===== config.mk =====
export PLATFORM = sky130hd
export DESIGN_NAME = avrdt_ctrl
export DESIGN_NICKNAME = d
export VERILOG_FILES = /design/src/design/avrdt_pkg.sv /design/src/design/avrdt_ctrl.sv
export SDC_FILE = /design/constraint.sdc
export NUM_CORES = 1
export LEC_CHECK = 0
export BUFFER_PORTS_ARGS = -buffer_cell sky130_fd_sc_hd__buf_2
export CELL_PAD_IN_SITES_DETAIL_PLACEMENT = 1
export CELL_PAD_IN_SITES_GLOBAL_PLACEMENT = 1
export CORE_AREA = 4 4 41 43
export CTS_CLUSTER_DIAMETER = 80
export DETAILED_ROUTE_END_ITERATION = 12
export DIE_AREA = 0 0 45 47
export PLACE_DENSITY_LB_ADDON = 0.1
export SLEW_MARGIN = 30
export SYNTH_ARGS = -nofsm -noshare
export SYNTH_HDL_FRONTEND = slang
export SYNTH_SLANG_ARGS = --single-unit

===== constraint.sdc =====
create_clock -name clk -period 1.4 [get_ports clk]
set_input_delay 0.14 -clock clk [delete_from_list [all_inputs] [get_ports clk]]
set_output_delay 0.14 -clock clk [all_outputs]
set_load 0.05 [all_outputs]

===== src/design/avrdt_pkg.sv =====
// ----------------------------------------------------------------------------
// avrdt_pkg: shared types and constants
// item layouts, instruction codes, memory geometry and controller handshake
// ----------------------------------------------------------------------------
package avrdt_pkg;

  // data memory depth, power of two from 256 to 65536
  localparam int MEM_DEPTH = 4096;
  localparam int MEM_AW    = $clog2(MEM_DEPTH);

  localparam logic [3:0] CMD_MOV  = 4'd0;
  localparam logic [3:0] CMD_MOVW = 4'd1;
  localparam logic [3:0] CMD_LDI  = 4'd2;
  localparam logic [3:0] CMD_LD   = 4'd3;
  localparam logic [3:0] CMD_LDD  = 4'd4;
  localparam logic [3:0] CMD_STS  = 4'd5;
  localparam logic [3:0] CMD_ST   = 4'd6;
  localparam logic [3:0] CMD_STD  = 4'd7;
  localparam logic [3:0] CMD_LPM  = 4'd8;
  localparam logic [3:0] CMD_ELPM = 4'd9;
  localparam logic [3:0] CMD_SPM  = 4'd10;
  localparam logic [3:0] CMD_XCH  = 4'd11;
  localparam logic [3:0] CMD_LAS  = 4'd12;
  localparam logic [3:0] CMD_LAC  = 4'd13;
  localparam logic [3:0] CMD_LAT  = 4'd14;
  // unassigned opcode, does nothing
  localparam logic [3:0] CMD_NONE = 4'd15;

  localparam logic [1:0] PTR_Z   = 2'd0;
  localparam logic [1:0] PTR_Y   = 2'd1;
  localparam logic [1:0] PTR_X   = 2'd2;
  localparam logic [1:0] PTR_BAD = 2'd3;

  localparam logic [1:0] MODE_PLAIN  = 2'd0;
  localparam logic [1:0] MODE_INC    = 2'd1;
  localparam logic [1:0] MODE_DEC    = 2'd2;
  // unassigned mode, behaves as plain
  localparam logic [1:0] MODE_UNUSED = 2'd3;

  // low register of each pointer pair
  localparam logic [4:0] BASE_Z = 5'd30;
  localparam logic [4:0] BASE_Y = 5'd28;
  localparam logic [4:0] BASE_X = 5'd26;

  typedef struct packed {
    logic [3:0]  command;
    logic [4:0]  primary_reg;
    logic [4:0]  second_reg;
    logic [1:0]  pointer_select;
    logic [1:0]  addr_mode;
    logic [5:0]  displacement;
    logic [7:0]  immediate;
    logic [15:0] direct_address;
  } in_item_t;

  typedef struct packed {
    logic        status;
    logic [7:0]  reg_value;
    logic [15:0] pointer_value;
    logic        mem_written;
    logic [15:0] mem_address;
    logic [15:0] mem_value;
  } out_item_t;

  typedef struct packed {
    logic clr_we;
    logic capture;
    logic phase_a;
    logic phase_b;
    logic commit;
  } ctl_cmd_t;

  typedef struct packed {
    logic clr_done;
    logic out_free;
  } dp_status_t;

endpackage


===== src/design/avrdt_ctrl.sv =====
// ----------------------------------------------------------------------------
// avrdt_ctrl: instruction sequencer
// clears the memory after reset, then steps each item through address,
// data and commit phases
// ----------------------------------------------------------------------------
module avrdt_ctrl (
  input  logic                  clk,
  input  logic                  rst_n,
  input  logic                  in_valid,
  output logic                  in_stall,
  input  avrdt_pkg::dp_status_t sts,
  output avrdt_pkg::ctl_cmd_t   cmd
);

  typedef enum logic [4:0] {
    ST_CLEAR  = 5'b00001,
    ST_IDLE   = 5'b00010,
    ST_ADDR   = 5'b00100,
    ST_DATA   = 5'b01000,
    ST_COMMIT = 5'b10000
  } state_t;

  state_t state_r, state_nxt;

  always_comb begin
    state_nxt = state_r;
    cmd       = '0;
    case (state_r)
      ST_CLEAR: begin
        cmd.clr_we = 1'b1;
        if (sts.clr_done) state_nxt = ST_IDLE;
      end
      ST_IDLE: begin
        if (in_valid) begin
          cmd.capture = 1'b1;
          state_nxt   = ST_ADDR;
        end
      end
      ST_ADDR: begin
        cmd.phase_a = 1'b1;
        state_nxt   = ST_DATA;
      end
      ST_DATA: begin
        cmd.phase_b = 1'b1;
        state_nxt   = ST_COMMIT;
      end
      ST_COMMIT: begin
        // hold until the output register can take the result
        if (sts.out_free) begin
          cmd.commit = 1'b1;
          state_nxt  = ST_IDLE;
        end
      end
      default: state_nxt = ST_CLEAR;
    endcase
  end

  assign in_stall = (state_r != ST_IDLE);

  always_ff @(posedge clk) begin
    if (!rst_n) begin
      state_r <= ST_CLEAR;
    end else begin
      state_r <= state_nxt;
    end
  end

endmodule


==> results.json <==
{
  "min_period_ns": 1.533,
  "netlist_area_um2": 322.8,
  "cellLeakagePower_nw": 0.2780,
  "antenna_found_initial": 0,
  "synthDistinctLibCells": 25,
  "ys_seq_area_frac": 0.3101,
  "slew_headroom": 0.7373,
  "clk_pin_slew_ns": 0.04,
  "largest_register_ffs": 5,
  "syn_to_final_growth_pct": 85.66,
  "overflow": 0,
  "core_um2": 1301,
  "status": "finished, violations left",
  "start_util": 0.2481,
  "fmax_mhz": 652.4,
  "placedCellCount": 68,
  "synth_area_per_cell_um2": 8.495,
  "viasPerCell": 4.908,
  "gp_congestion": 0.7081,
  "startpoint_type": "flop",
  "initialDrtViolationCount": 2,
  "dr.pass1.iters": 2,
  "clockBufferDepth": 2,
  "numClockSinks": 5,
  "ir_worst_vdd_v": 0.0006639,
  "grt_pass1_vias": 402,
  "end_kind": "output pin",
  "path_cells": "or3_4 > nor3b_4 > buf_6",
  "dpl_cell_area_um2": 437.9,
  "crit_fanout": 4,
  "drive_gt1_frac": 0.6885,
  "worst_pin_slew_ns": 0.3907,
  "multi_input_area_um2": 241.5,
  "cts-buffers-inserted": 3,
  "die_height_um": 47,
  "top_regs": "state_r: 5 flops",
  "top_register": "state_r",
  "dieArea_um2": 2115,
  "hold_viol": 0,
  "drv_slew": 0,
  "detail_route.wl_per_cell_um": 15.36,
  "min_period_over_period": 1.095,
  "slowest_delay_ns": 0.40,
  "n_fill_cell": 169,
  "setup_viol_count_final": 5,
  "register_area_um2": 108.9,
  "hp-class": "in2reg",
  "p_per_area_nw_per_um2": 1076,
  "root_buffer": "clkbuf_4",
  "drc": 0,
  "port_buffers": 10,
  "ios": 11,
  "num_vias": 373,
  "cts_tree": "yes",
  "synthesis.nets": 43,
  "fin_ws_ns": -0.1329,
  "required_ns": 1.26,
  "cp_num_buf_inv": 1,
  "layout_common_cells": "buf_4 (9), buf_6 (6), buf_2 (4), dfxtp_2 (4)",
  "path_class": "reg2out",
  "num-nets-final": 67,
  "wl_mm": 1.167,
  "clock_latency_ns": 0.24,
  "final_cells": 76,
  "htree_levels": 1,
  "synthesis.instances": 38,
  "grt_max_degree": 10,
  "slowest_stage": "or3_4",
  "worst_path_dominant_cell_family": "simple AND/OR/NAND/NOR gates",
  "cap_viol_max_count": 0,
  "grt_pass1_wl_mm": 1.800,
  "diodes": 0,
  "ant_nets": 0,
  "final_common_cell": "buf_4",
  "cp_data_arrival_time_ns": 1.39,
  "fin_area_um2": 599.3,
  "die_x_um": 45,
  "hpwlAfterDp_um": 786.3,
  "grt_usage": 0.1203,
  "ys_ff_latch": 5,
  "ys_warn_count": 0,
  "finClkSkew_ns": 0.001072,
  "violations": "negative setup slack",
  "rows": 13,
  "rsz0062_at_grt": "yes"
}
repair_timing:
action | 4_1_cts | 5_1_grt
pin swaps | 3 | 4
endpoints found under the setup margin | 8 | 9
gates resized for setup | 12 | 21
setup buffers | 1 | 3
cloned | 0 | 0
hold buffers | 0 | 0
stage by stage:
step           hold WS, ns    util  worst slack, ns  setup TNS (ns)  power [mW]
2_1_floorplan       0.2617       -          -0.1958         -0.3224      0.3407
3_3_place_gp        0.3778  0.3365          0.04210               0      0.3965
3_5_place_dp        0.3904  0.3365         -0.01445        -0.01547      0.4051
4_1_cts             0.1391  0.3913          -0.1081         -0.3631      0.6068
5_1_grt             0.1633  0.4606          -0.1821         -0.7328      0.6877
6_report            0.1425  0.4606          -0.1329         -0.3785      0.6449
power breakdown:
| part | total [mW] | internal (mW) | switching (mW) |
|---|---|---|---|
| clock network | 0.168 | 0.108 | 0.0603 |
| registers | 0.172 | 0.158 | 0.0132 |
| logic | 0.305 | 0.130 | 0.175 |
| total | 0.645 | 0.396 | 0.249 |
kinds of logic (layout without fill, tap and decap cells):
| logic type | count (synthesis) | after routing | share of synthesized area |
|---|---|---|---|
| AND/OR/NAND/NOR | 19 | 19 | 0.3838 |
| AO/OA/AOI/OAI | 9 | 9 | 0.1938 |
| flip-flops | 5 | 5 | 0.3101 |
| buffers and inverters | 4 | 27 | 0.08525 |
| XOR/XNOR | 1 | 1 | 0.02714 |
metal layers:
metal  part of all wire  GRT usage  up-vias
met2               0.54     0.2062       11
met3              0.066    0.06897        2
met5                  0          0        -
met1               0.38     0.1347      177
met4              0.010    0.01170        0
li1                   -          -      183
synthesized netlist by cell type, drive strengths merged:
master | number | area, um2
a21o | 1 | 8.760
a21oi | 2 | 10.01
a22o | 1 | 10.01
and2 | 2 | 12.51
and3 | 1 | 6.260
and4 | 1 | 8.760
and4b | 1 | 11.26
buf | 3 | 23.77
dfxtp | 5 | 100.1
inv | 1 | 3.750
nand2 | 2 | 7.510
nand2b | 1 | 6.260
nor2 | 4 | 15.01
nor3 | 2 | 10.01
nor3b | 2 | 20.02
nor4 | 1 | 6.260
nor4b | 1 | 8.760
o21ai | 2 | 10.01
o31a | 1 | 8.760
o31ai | 2 | 15.01
or3 | 1 | 11.26
xor2 | 1 | 8.760
worst paths after layout:
kind / start / to / slack, ns / depth (start not counted)
worst min register to register: state_r[0]$_SDFFE_PN1P_ / state_r[4]$_SDFFE_PN0P_ / 0.61 / 2
worst min-delay path: rst_n / state_r[3]$_SDFFE_PN0P_ / 0.14 / 2
worst max-delay path: state_r[2]$_SDFFE_PN0P_ / cmd[1] / -0.13 / 3
worst max register to register: state_r[2]$_SDFFE_PN0P_ / state_r[0]$_SDFFE_PN1P_ / -0.07 / 6
final cells by class:
cell class	instances	share of cell area
clock buffers	4	0.04384
well taps	15	0.03132
flip-flops and latches	5	0.1816
repair buffers	22	0.3340
multi-input cells	29	0.4029
inverters	1	0.006263
(Power assumes the default switching activity.)
